`config.mk`:
```
export PLATFORM = sky130hd
export DESIGN_NAME = battery_soc_lut_interpolator_flat
export DESIGN_NICKNAME = d
export VERILOG_FILES = /design/src/hdl/bslut_pkg.sv /design/src/hdl/bslut_req_if.sv /design/src/hdl/bslut_rsp_if.sv /design/src/hdl/bslut_div.sv /design/src/hdl/battery_soc_lut_interpolator.sv /design/src/flat_wrapper.sv
export SDC_FILE = /design/constraint.sdc
export NUM_CORES = 2
export LEC_CHECK = 0
export ABC_AREA = 1
export BUFFER_PORTS_ARGS = -buffer_cell sky130_fd_sc_hd__buf_2
export CAP_MARGIN = 0
export CORE_MARGIN = 8
export CORE_UTILIZATION = 55
export DETAILED_ROUTE_END_ITERATION = 8
export PLACE_DENSITY = 0.74
export SYNTH_ARGS = -nofsm -noshare
export SYNTH_HDL_FRONTEND = slang
export SYNTH_HIERARCHICAL = 1
export SYNTH_SLANG_ARGS = --single-unit
export TNS_END_PERCENT = 100
```
`constraint.sdc`:
```
create_clock -name clock -period 7.44 [get_ports clock]
set_input_delay 0.372 -clock clock [delete_from_list [all_inputs] [get_ports clock]]
set_output_delay 0.372 -clock clock [all_outputs]
set_load 0.005 [all_outputs]
```
`src/hdl/bslut_pkg.sv`:
```
// ----------------------------------------------------------------------------
// bslut_pkg - shared definitions for the battery charge lookup
// Field widths, codes and the divider status record used by the interfaces,
// the serial divider and the top level.
// ----------------------------------------------------------------------------
`default_nettype none

package bslut_pkg;

   // Breakpoints per table unless the top level is told otherwise
   localparam int DEFAULT_TABLE_DEPTH = 16;

   // Fixed field widths
   localparam int VOLT_W  = 16;
   localparam int PCT_W   = 15;
   localparam int IDX_W   = 4;
   localparam int CNT_W   = 5;
   localparam int CODE_W  = 2;
   localparam int CSR_AW  = 3;
   localparam int CSR_DW  = 32;

   // Divider: product of a voltage step and a percent step over a voltage span
   localparam int PROD_W  = VOLT_W + PCT_W;
   localparam int QUO_W   = VOLT_W;

   // Request actions
   localparam logic ACT_LOAD  = 1'b0;
   localparam logic ACT_QUERY = 1'b1;

   // Register select (word address bit 2)
   localparam logic REG_DISCHARGE = 1'b0;
   localparam logic REG_CHARGE    = 1'b1;

   // Reset value of both point counts
   localparam logic [CNT_W-1:0] CNT_RESET = CNT_W'(16);

   // How a result was found
   typedef enum logic [CODE_W-1:0] {
      WHERE_INTERP   = 2'd0,
      WHERE_BELOW    = 2'd1,
      WHERE_ABOVE    = 2'd2,
      WHERE_FALLBACK = 2'd3
   } where_type;

   // Divider status towards the sequencer
   typedef struct packed {
      logic busy;
      logic done;
   } bslut_div_status_type;

endpackage

`default_nettype wire

```
`src/hdl/bslut_req_if.sv`:
```
// ----------------------------------------------------------------------------
// bslut_req_if - request channel
// Valid/ready channel carrying one load or query request.
// ----------------------------------------------------------------------------
`default_nettype none

interface bslut_req_if;
   import bslut_pkg::*;

   logic              valid;
   logic              ready;
   logic              action;
   logic              charger_connected;
   logic [IDX_W-1:0]  point_index;
   logic [VOLT_W-1:0] point_volt;
   logic [PCT_W-1:0]  point_percent;
   logic [VOLT_W-1:0] query_volt;

   modport source (
      output valid, action, charger_connected, point_index, point_volt,
             point_percent, query_volt,
      input  ready
   );

   modport sink (
      input  valid, action, charger_connected, point_index, point_volt,
             point_percent, query_volt,
      output ready
   );

endinterface

`default_nettype wire

```
`src/hdl/bslut_rsp_if.sv`:
```
// ----------------------------------------------------------------------------
// bslut_rsp_if - result channel
// Valid/ready channel carrying one charge result per query request.
// ----------------------------------------------------------------------------
`default_nettype none

interface bslut_rsp_if;
   import bslut_pkg::*;

   logic              valid;
   logic              ready;
   logic [PCT_W-1:0]  percent;
   logic [CODE_W-1:0] where_found;

   modport source (
      output valid, percent, where_found,
      input  ready
   );

   modport sink (
      input  valid, percent, where_found,
      output ready
   );

endinterface

`default_nettype wire

```
`src/hdl/bslut_div.sv`:
```
// ----------------------------------------------------------------------------
// bslut_div - serial restoring divider
// One quotient bit per cycle. The dividend is known to be below
// divisor * 2^QUO_W, so QUO_W steps give the full quotient.
// ----------------------------------------------------------------------------
`default_nettype none

module bslut_div (
   input  wire                               clock,
   input  wire                               reset,
   input  wire                               start,
   input  wire [bslut_pkg::PROD_W-1:0]       dividend,
   input  wire [bslut_pkg::VOLT_W-1:0]       divisor,
   output logic [bslut_pkg::QUO_W-1:0]       quotient,
   output bslut_pkg::bslut_div_status_type   status
);
   import bslut_pkg::*;

   localparam int STEP_W = $clog2(QUO_W);

   logic              busy_ff, busy_in;
   logic              done_ff, done_in;
   logic [STEP_W-1:0] step_ff, step_in;
   logic [VOLT_W-1:0] rem_ff, rem_in;
   logic [VOLT_W-1:0] dvs_ff, dvs_in;
   logic [QUO_W-1:0]  sreg_ff, sreg_in;

   logic [VOLT_W:0]   trial;
   logic [VOLT_W:0]   diff;

   // Shift the next dividend bit into the remainder and try a subtract
   assign trial = {rem_ff, sreg_ff[QUO_W-1]};
   assign diff  = trial - {1'b0, dvs_ff};

   always_comb begin
      busy_in = busy_ff;
      done_in = 1'b0;
      step_in = step_ff;
      rem_in  = rem_ff;
      dvs_in  = dvs_ff;
      sreg_in = sreg_ff;
      if (start) begin
         busy_in = 1'b1;
         step_in = STEP_W'(QUO_W - 1);
         rem_in  = VOLT_W'(dividend[PROD_W-1:QUO_W]);
         dvs_in  = divisor;
         sreg_in = dividend[QUO_W-1:0];
      end else if (busy_ff) begin
         if (diff[VOLT_W]) begin
            rem_in  = trial[VOLT_W-1:0];
            sreg_in = {sreg_ff[QUO_W-2:0], 1'b0};
         end else begin
            rem_in  = diff[VOLT_W-1:0];
            sreg_in = {sreg_ff[QUO_W-2:0], 1'b1};
         end
         step_in = step_ff - STEP_W'(1);
         if (step_ff == '0) begin
            busy_in = 1'b0;
            done_in = 1'b1;
         end
      end
   end

   // Hold control under reset; the datapath needs none
   always_ff @(posedge clock) begin
      if (reset) begin
         busy_ff <= 1'b0;
         done_ff <= 1'b0;
      end else begin
         busy_ff <= busy_in;
         done_ff <= done_in;
      end
      step_ff <= step_in;
      rem_ff  <= rem_in;
      dvs_ff  <= dvs_in;
      sreg_ff <= sreg_in;
   end

   assign quotient    = sreg_ff;
   assign status.busy = busy_ff;
   assign status.done = done_ff;

endmodule

`default_nettype wire

```
`src/hdl/battery_soc_lut_interpolator.sv`:
```
// ----------------------------------------------------------------------------
// battery_soc_lut_interpolator - battery charge lookup by linear interpolation
// Two breakpoint tables (discharge, charge) in one memory; a sequencer walks
// the selected table one entry per cycle and interpolates with a serial divide.
// ----------------------------------------------------------------------------
//
//   channel  direction  handshake          content
//   req_bus  in         valid/ready        load a breakpoint or query a voltage
//   rsp_bus  out        valid/ready        percent and where_found per query
//   APB      in/out     psel/penable/...   point counts at 0x0 and 0x4
//
// A load is written when its request is accepted. A query checks the table
// ends (last point, then first), scans one segment per memory read (at most
// n-1 for n points), then multiplies and runs the serial divide when it
// interpolates, and hands the result over. The scan is paced by the single
// memory read port; the divide by the one-bit-per-cycle divider.
// Reset is synchronous; counts return to 16, table contents are not cleared.
// A result waiting on rsp_bus does not block loads; a finished query waits
// until the output register is free.
// ----------------------------------------------------------------------------
`default_nettype none

module battery_soc_lut_interpolator #(
   parameter int TABLE_DEPTH = bslut_pkg::DEFAULT_TABLE_DEPTH
) (
   input  wire                            clock,
   input  wire                            reset,
   bslut_req_if.sink                      req_bus,
   bslut_rsp_if.source                    rsp_bus,
   input  wire                            psel,
   input  wire                            penable,
   input  wire                            pwrite,
   input  wire [bslut_pkg::CSR_AW-1:0]    paddr,
   input  wire [bslut_pkg::CSR_DW-1:0]    pwdata,
   output logic [bslut_pkg::CSR_DW-1:0]   prdata,
   output logic                           pready
);
   import bslut_pkg::*;

   localparam int IW        = $clog2(TABLE_DEPTH);
   localparam int MEM_DEPTH = 2 * TABLE_DEPTH;
   localparam int AW        = $clog2(MEM_DEPTH);
   localparam int ENTRY_W   = VOLT_W + PCT_W;

   typedef enum logic [2:0] {
      ST_IDLE,
      ST_LAST,
      ST_FIRST,
      ST_SCAN,
      ST_MUL,
      ST_DIV,
      ST_RESULT
   } state_type;

   // ------------------------------------------------------------------
   // Configuration registers
   // ------------------------------------------------------------------
   logic [CNT_W-1:0] dis_cnt_ff;
   logic [CNT_W-1:0] chg_cnt_ff;
   logic             csr_we;

   assign pready = 1'b1;
   assign csr_we = psel && penable && pwrite && pready;

   always_ff @(posedge clock) begin
      if (reset) begin
         dis_cnt_ff <= CNT_RESET;
         chg_cnt_ff <= CNT_RESET;
      end else if (csr_we) begin
         if (paddr[2] == REG_DISCHARGE) begin
            dis_cnt_ff <= pwdata[CNT_W-1:0];
         end else begin
            chg_cnt_ff <= pwdata[CNT_W-1:0];
         end
      end
   end

   always_comb begin
      if (paddr[2] == REG_CHARGE) begin
         prdata = {(CSR_DW-CNT_W)'(0), chg_cnt_ff};
      end else begin
         prdata = {(CSR_DW-CNT_W)'(0), dis_cnt_ff};
      end
   end

   // ------------------------------------------------------------------
   // Sequencer registers
   // ------------------------------------------------------------------
   state_type         state_ff, state_in;
   logic [AW-1:0]     base_ff, base_in;
   logic [IW-1:0]     last_ff, last_in;
   logic [IW-1:0]     seg_ff, seg_in;
   logic [VOLT_W-1:0] q_ff, q_in;
   logic [VOLT_W-1:0] x0_ff, x0_in;
   logic [VOLT_W-1:0] x1_ff, x1_in;
   logic [PCT_W-1:0]  y0_ff, y0_in;
   logic [PCT_W-1:0]  y1_ff, y1_in;
   logic              neg_ff, neg_in;
   logic [PCT_W-1:0]  res_ff, res_in;
   where_type         code_ff, code_in;
   logic              rsp_valid_ff, rsp_valid_in;
   logic [PCT_W-1:0]  out_pct_ff, out_pct_in;
   where_type         out_code_ff, out_code_in;

   // Memory ports
   logic [ENTRY_W-1:0] mem_ff [MEM_DEPTH];
   logic [ENTRY_W-1:0] rd_data_ff;
   logic [AW-1:0]      rd_addr;
   logic [AW-1:0]      req_base;
   logic               mem_we;
   logic [AW-1:0]      mem_waddr;
   logic [VOLT_W-1:0]  dv;
   logic [PCT_W-1:0]   dp;

   // Arithmetic for the interpolation step
   logic [VOLT_W-1:0]  dq;
   logic [PCT_W-1:0]   dy_mag;
   logic [PROD_W-1:0]  prod;
   logic [VOLT_W-1:0]  span;
   logic [QUO_W-1:0]   quo;
   logic [QUO_W-1:0]   quo_signed;
   logic [QUO_W-1:0]   sum;
   logic               div_start;
   bslut_div_status_type div_stat;

   logic              req_acc;
   logic [CNT_W-1:0]  cnt_sel;

   assign req_acc       = req_bus.valid && req_bus.ready;
   assign req_bus.ready = (state_ff == ST_IDLE);
   assign req_base      = req_bus.charger_connected ? AW'(TABLE_DEPTH) : '0;
   assign cnt_sel       = req_bus.charger_connected ? chg_cnt_ff : dis_cnt_ff;

   assign dv = rd_data_ff[ENTRY_W-1:PCT_W];
   assign dp = rd_data_ff[PCT_W-1:0];

   // Clamp the point count to the table and keep the last index
   always_comb begin
      int n_eff;
      n_eff = int'(cnt_sel);
      if (n_eff < 2) begin
         n_eff = 2;
      end else if (n_eff > TABLE_DEPTH) begin
         n_eff = TABLE_DEPTH;
      end
      last_in = IW'(n_eff - 1);
   end

   // Load a breakpoint into the selected table
   assign mem_we    = req_acc && (req_bus.action == ACT_LOAD)
                      && (int'(req_bus.point_index) < TABLE_DEPTH);
   assign mem_waddr = req_base + AW'(req_bus.point_index);

   // Pick the entry the next state wants to see
   always_comb begin
      case (state_ff)
         ST_IDLE:  rd_addr = req_base + AW'(last_in);
         ST_LAST:  rd_addr = base_ff;
         ST_FIRST: rd_addr = base_ff + AW'(1);
         ST_SCAN:  rd_addr = base_ff + AW'(seg_ff) + AW'(1);
         default:  rd_addr = base_ff;
      endcase
   end

   always_ff @(posedge clock) begin
      if (mem_we) begin
         mem_ff[mem_waddr] <= {req_bus.point_volt, req_bus.point_percent};
      end
      rd_data_ff <= mem_ff[rd_addr];
   end

   // Step sizes and the one multiply feeding the divider
   assign dq     = q_ff - x0_ff;
   assign span   = x1_ff - x0_ff;
   assign dy_mag = (y1_ff >= y0_ff) ? (y1_ff - y0_ff) : (y0_ff - y1_ff);
   assign prod   = PROD_W'(dq) * PROD_W'(dy_mag);
   assign div_start = (state_ff == ST_MUL);

   bslut_div u_div (
      .clock    (clock),
      .reset    (reset),
      .start    (div_start),
      .dividend (prod),
      .divisor  (span),
      .quotient (quo),
      .status   (div_stat)
   );

   // Truncation toward zero: negate the magnitude quotient
   assign quo_signed = neg_ff ? (QUO_W'(0) - quo) : quo;
   assign sum        = QUO_W'(y0_ff) + quo_signed;

   // ------------------------------------------------------------------
   // Next-state logic
   // ------------------------------------------------------------------
   always_comb begin
      state_in     = state_ff;
      base_in      = base_ff;
      seg_in       = seg_ff;
      q_in         = q_ff;
      x0_in        = x0_ff;
      x1_in        = x1_ff;
      y0_in        = y0_ff;
      y1_in        = y1_ff;
      neg_in       = neg_ff;
      res_in       = res_ff;
      code_in      = code_ff;
      out_pct_in   = out_pct_ff;
      out_code_in  = out_code_ff;
      rsp_valid_in = rsp_valid_ff;

      // Drop the result once taken
      if (rsp_valid_ff && rsp_bus.ready) begin
         rsp_valid_in = 1'b0;
      end

      case (state_ff)
         ST_IDLE: begin
            if (req_acc && (req_bus.action == ACT_QUERY)) begin
               base_in  = req_base;
               q_in     = req_bus.query_volt;
               state_in = ST_LAST;
            end
         end
         ST_LAST: begin
            if (q_ff > dv) begin
               res_in   = dp;
               code_in  = WHERE_ABOVE;
               state_in = ST_RESULT;
            end else begin
               state_in = ST_FIRST;
            end
         end
         ST_FIRST: begin
            if (q_ff < dv) begin
               res_in   = dp;
               code_in  = WHERE_BELOW;
               state_in = ST_RESULT;
            end else begin
               x0_in    = dv;
               y0_in    = dp;
               seg_in   = IW'(1);
               state_in = ST_SCAN;
            end
         end
         ST_SCAN: begin
            x1_in = dv;
            y1_in = dp;
            if ((x0_ff <= q_ff) && (q_ff <= dv)) begin
               code_in = WHERE_INTERP;
               if (q_ff == x0_ff) begin
                  res_in   = y0_ff;
                  state_in = ST_RESULT;
               end else if (q_ff == dv) begin
                  res_in   = dp;
                  state_in = ST_RESULT;
               end else begin
                  state_in = ST_MUL;
               end
            end else if (seg_ff == last_ff) begin
               res_in   = dp;
               code_in  = WHERE_FALLBACK;
               state_in = ST_RESULT;
            end else begin
               x0_in  = dv;
               y0_in  = dp;
               seg_in = seg_ff + IW'(1);
            end
         end
         ST_MUL: begin
            neg_in   = (y1_ff < y0_ff);
            state_in = ST_DIV;
         end
         ST_DIV: begin
            if (div_stat.done) begin
               res_in   = sum[PCT_W-1:0];
               state_in = ST_RESULT;
            end
         end
         ST_RESULT: begin
            if (!rsp_valid_ff || rsp_bus.ready) begin
               out_pct_in   = res_ff;
               out_code_in  = code_ff;
               rsp_valid_in = 1'b1;
               state_in     = ST_IDLE;
            end
         end
         default: begin
            state_in = ST_IDLE;
         end
      endcase
   end

   // Hold state and registered outputs
   always_ff @(posedge clock) begin
      if (reset) begin
         state_ff     <= ST_IDLE;
         rsp_valid_ff <= 1'b0;
      end else begin
         state_ff     <= state_in;
         rsp_valid_ff <= rsp_valid_in;
      end
      if (state_ff == ST_IDLE) begin
         last_ff <= last_in;
      end
      base_ff     <= base_in;
      seg_ff      <= seg_in;
      q_ff        <= q_in;
      x0_ff       <= x0_in;
      x1_ff       <= x1_in;
      y0_ff       <= y0_in;
      y1_ff       <= y1_in;
      neg_ff      <= neg_in;
      res_ff      <= res_in;
      code_ff     <= code_in;
      out_pct_ff  <= out_pct_in;
      out_code_ff <= out_code_in;
   end

   assign rsp_bus.valid       = rsp_valid_ff;
   assign rsp_bus.percent     = out_pct_ff;
   assign rsp_bus.where_found = out_code_ff;

   // ------------------------------------------------------------------
   // Assertions
   // ------------------------------------------------------------------

   // The divider finishes only while the sequencer waits for it
   a_div_done_in_div: assert property (@(posedge clock) disable iff (reset)
      div_stat.done |-> (state_ff == ST_DIV))
      else $error("divider finished outside the divide state");

   // A query closes the request side on the next cycle
   a_query_blocks: assert property (@(posedge clock) disable iff (reset)
      (req_acc && (req_bus.action == ACT_QUERY)) |=> !req_bus.ready)
      else $error("request accepted while a query is in progress");

   // The scan never runs past the last point in use
   a_scan_bound: assert property (@(posedge clock) disable iff (reset)
      (state_ff == ST_SCAN) |-> (seg_ff <= last_ff))
      else $error("segment scan beyond the last breakpoint");

   // A waiting result is never overwritten
   a_no_overwrite: assert property (@(posedge clock) disable iff (reset)
      (rsp_valid_ff && !rsp_bus.ready) |=> (rsp_valid_ff && $stable(out_pct_ff)))
      else $error("pending result overwritten");

endmodule

`default_nettype wire
```
`src/flat_wrapper.sv`:
```
// flat-port wrapper written by rule: the top's interface ports become plain ports
module battery_soc_lut_interpolator_flat import bslut_pkg::*;
#(
   parameter int TABLE_DEPTH = bslut_pkg::DEFAULT_TABLE_DEPTH
)
  (clock, reset, psel, penable, pwrite, paddr, pwdata, prdata, pready, req_bus_valid, req_bus_action, req_bus_charger_connected, req_bus_point_index, req_bus_point_volt, req_bus_point_percent, req_bus_query_volt, req_bus_ready, rsp_bus_valid, rsp_bus_percent, rsp_bus_where_found, rsp_bus_ready);
  bslut_req_if req_bus_i ();
  bslut_rsp_if rsp_bus_i ();
  input  wire clock;
  input  wire reset;
  input  wire psel;
  input  wire penable;
  input  wire pwrite;
  input  wire [bslut_pkg::CSR_AW-1:0] paddr;
  input  wire [bslut_pkg::CSR_DW-1:0] pwdata;
  output logic [bslut_pkg::CSR_DW-1:0] prdata;
  output logic pready;
  input wire logic [$bits(req_bus_i.valid)-1:0] req_bus_valid;
  input wire logic [$bits(req_bus_i.action)-1:0] req_bus_action;
  input wire logic [$bits(req_bus_i.charger_connected)-1:0] req_bus_charger_connected;
  input wire logic [$bits(req_bus_i.point_index)-1:0] req_bus_point_index;
  input wire logic [$bits(req_bus_i.point_volt)-1:0] req_bus_point_volt;
  input wire logic [$bits(req_bus_i.point_percent)-1:0] req_bus_point_percent;
  input wire logic [$bits(req_bus_i.query_volt)-1:0] req_bus_query_volt;
  output wire logic [$bits(req_bus_i.ready)-1:0] req_bus_ready;
  output wire logic [$bits(rsp_bus_i.valid)-1:0] rsp_bus_valid;
  output wire logic [$bits(rsp_bus_i.percent)-1:0] rsp_bus_percent;
  output wire logic [$bits(rsp_bus_i.where_found)-1:0] rsp_bus_where_found;
  input wire logic [$bits(rsp_bus_i.ready)-1:0] rsp_bus_ready;
  assign req_bus_i.valid = req_bus_valid;
  assign req_bus_i.action = req_bus_action;
  assign req_bus_i.charger_connected = req_bus_charger_connected;
  assign req_bus_i.point_index = req_bus_point_index;
  assign req_bus_i.point_volt = req_bus_point_volt;
  assign req_bus_i.point_percent = req_bus_point_percent;
  assign req_bus_i.query_volt = req_bus_query_volt;
  assign req_bus_ready = req_bus_i.ready;
  assign rsp_bus_valid = rsp_bus_i.valid;
  assign rsp_bus_percent = rsp_bus_i.percent;
  assign rsp_bus_where_found = rsp_bus_i.where_found;
  assign rsp_bus_i.ready = rsp_bus_ready;
  battery_soc_lut_interpolator #(.TABLE_DEPTH(TABLE_DEPTH)) u_core (.clock(clock), .reset(reset), .req_bus(req_bus_i), .rsp_bus(rsp_bus_i), .psel(psel), .penable(penable), .pwrite(pwrite), .paddr(paddr), .pwdata(pwdata), .prdata(prdata), .pready(pready));
endmodule
```
==> reports/summary.json <==
{
  "htree_num_levels": {"value": 3},
  "die_area": {"value": 0.1308, "unit": "mm2"},
  "cell_at_the_root_of_the_clock_tree": {"value": "sky130_fd_sc_hd__clkbuf_16"},
  "grt_overflow_total": {"value": 0},
  "clkSlewWorstSetupHoldPaths": {"value": 0.06, "unit": "ns"},
  "final-hold-violation-count": {"value": 0},
  "mostFrequentLayoutCells": {"value": "sky130_fd_sc_hd__nand2_1, sky130_fd_sc_hd__edfxtp_1, sky130_fd_sc_hd__nand3_1, sky130_fd_sc_hd__inv_1, sky130_fd_sc_hd__buf_4"},
  "initial_core_util": {"value": 55.14, "unit": "%"},
  "vias_per_cell": {"value": 5.650},
  "place.gp.congestion": {"value": 0.9677},
  "cts_tree": {"value": "done"},
  "reg2reg_from": {"value": "u_core/y0_ff[0]"},
  "startpoint_type": {"value": "flop"},
  "core_area": {"value": 0.1192, "unit": "mm2"},
  "postRouteWirelength": {"value": 183900, "unit": "um"},
  "cp_data_required_time": {"value": 7.88, "unit": "ns"},
  "numPortBuffers": {"value": 89},
  "max_freq": {"value": 0.1368, "unit": "GHz"},
  "worstPathArrival": {"value": 7.75, "unit": "ns"},
  "dr.first_iter.drc_count": {"value": 5115},
  "layout-drive-gt1-share": {"value": 11.21, "unit": "%"},
  "fillers": {"value": 9478},
  "drt-pass1-iter-count": {"value": 6},
  "holdCritPathClass": {"value": "in2reg"},
  "std_cell_rows": {"value": 127},
  "maximum_buffer_depth_of_the_clock_tree": {"value": 3},
  "clk-insertion-delay-late": {"value": 0.76, "unit": "ns"},
  "grt_first_pass_wirelength": {"value": 276900, "unit": "um"},
  "dieWidth": {"value": 361.7, "unit": "um"},
  "fp.dieH": {"value": 361.7, "unit": "um"},
  "hold_end": {"value": "u_core/mem_ff[26][7]"},
  "rr_worst_depth": {"value": 35},
  "slew_viol_final": {"value": 0},
  "hold-path-cell-count": {"value": 1},
  "synthesis.instances": {"value": 6718},
  "critPathMostFrequentCell": {"value": "sky130_fd_sc_hd__fa_1"},
  "stdcell_count": {"value": 8592},
  "worst_pin_slew": {"value": 1.257, "unit": "ns"},
  "r2r-end": {"value": "u_core/u_div/rem_ff[14]"},
  "worstPathBufferInverterCount": {"value": 7},
  "wire_per_inst": {"value": 21.41, "unit": "um"},
  "timing.hold.worst.start": {"value": "req_bus_point_percent[7]"},
  "cts_made_buffers": {"value": 121},
  "final_net_count": {"value": 7417},
  "drc": {"value": 0},
  "worst_clock_skew": {"value": 0.07494, "unit": "ns"},
  "critical_path_top_delay_cell": {"value": "sky130_fd_sc_hd__fa_1"},
  "max_transition_margin": {"value": 16.09, "unit": "%"},
  "track_usage": {"value": 27.35, "unit": "%"},
  "category_of_cells_accounting_for_the_largest_share_of_critical_path_delay": {"value": "adder cells"},
  "ios": {"value": 147},
  "num_vias": {"value": 48550},
  "syn_to_final_growth": {"value": 12.12, "unit": "%"},
  "dpl-instance-area": {"value": 0.06864, "unit": "mm2"},
  "placed_cells": {"value": 8312},
  "setup.worst_path.class": {"value": "reg2reg"},
  "ys_warn_count": {"value": 6},
  "layout.cell_area.non_filler": {"value": 0.07368, "unit": "mm2"},
  "maxCapViolations": {"value": 0},
  "pin_count_of_the_biggest_net_entering_global_routing": {"value": 214},
  "cp-end-kind": {"value": "flop"},
  "clock-sinks": {"value": 1213},
  "post_route_minimum_period": {"value": 7.311, "unit": "ns"},
  "grt_setup_unrepaired": {"value": "yes"},
  "timing.reg2reg.setup_slack": {"value": 0.13, "unit": "ns"},
  "critical_path_peak_fanout": {"value": 4},
  "synthesis.area_per_instance": {"value": 9.783, "unit": "um2"},
  "antenna_found_initial": {"value": 13},
  "biggest_cell_delay_along_the_critical_path": {"value": 0.54, "unit": "ns"},
  "setup_viol": {"value": 0},
  "post-dp-hpwl": {"value": 113100, "unit": "um"},
  "timing.final.crit_share": {"value": 98.26, "unit": "%"},
  "status": {"value": "completed"},
  "mostFrequentLayoutCell": {"value": "sky130_fd_sc_hd__nand2_1"},
  "grt_pass1_vias": {"value": 46920},
  "post_synthesis_cell_area": {"value": 0.06572, "unit": "mm2"},
  "detail-route-antenna-nets": {"value": 0}
}
## repair_timing
item                                    CTS  global route
endpoints found under the setup margin    9            19
gates resized for setup                  11           140
pin swaps                                 2            61
buffers inserted                          1            21
endpoints found under the hold margin    28             0
hold buffers                             22             0
## flip-flops by register name, indices dropped and copies added, names as in the netlist, 15 cells and up
signal                  cells
u_core/mem_ff             992
u_core/q_ff                16
u_core/rd_data_ff          31
u_core/res_ff              15
u_core/rsp_bus.percent     15
u_core/u_div/dvs_ff        16
u_core/u_div/quotient      16
u_core/u_div/rem_ff        16
u_core/x0_ff               16
u_core/x1_ff               16
u_core/y0_ff               15
u_core/y1_ff               15
## routing by layer
layer,GRT usage (%),wire [um]
met5,0,55
met4,13.40,9982
met3,4.495,16010
met2,44.45,85500
met1,35.83,72390
## layout make-up
class | count | area, um2 | share of cell area, %
sequential | 1213 | 35900 | 48.73
multi-input combinational | 4276 | 25310 | 34.35
inverter | 914 | 3450 | 4.682
clock buffer | 168 | 3274 | 4.444
timing repair buffer | 404 | 3042 | 4.128
tap | 1548 | 1937 | 2.629
clock inverter | 61 | 744.5 | 1.010
antenna | 8 | 20.02 | 0.02717
## how the worst max path moves through the flow
stage / start / depth (start not counted) / end / slack [ns]
2_1_floorplan: u_core/y0_ff[2] / 37 / u_core/u_div/rem_ff[13] / 0.35
3_3_place_gp: u_core/y0_ff[0] / 32 / u_core/u_div/rem_ff[13] / -0.02
3_5_place_dp: u_core/y0_ff[0] / 32 / u_core/u_div/rem_ff[13] / -0.19
4_1_cts: u_core/y0_ff[0] / 33 / u_core/u_div/rem_ff[13] / -0.004
5_1_grt: u_core/y0_ff[0] / 35 / u_core/u_div/rem_ff[14] / -0.14
6_report: u_core/y0_ff[0] / 35 / u_core/u_div/rem_ff[14] / 0.13
## metrics by stage
step	setup slack, ns	hold WS, ns	setup TNS (ns)	utilization (%)
finish	0.1293	0.08768	0	61.83
global route	-0.1419	0.08677	-0.6927	61.82
CTS	-0.003586	0.05165	-0.003586	61.18
detailed placement	-0.1864	0.4054	-0.8104	57.60
global placement	-0.02385	0.4048	-0.02385	57.60
floorplan	0.3470	0.4003	0	-
Power is not shown: default switching activity piles up to over one toggle a cycle in this logic, so the estimate is an artifact.
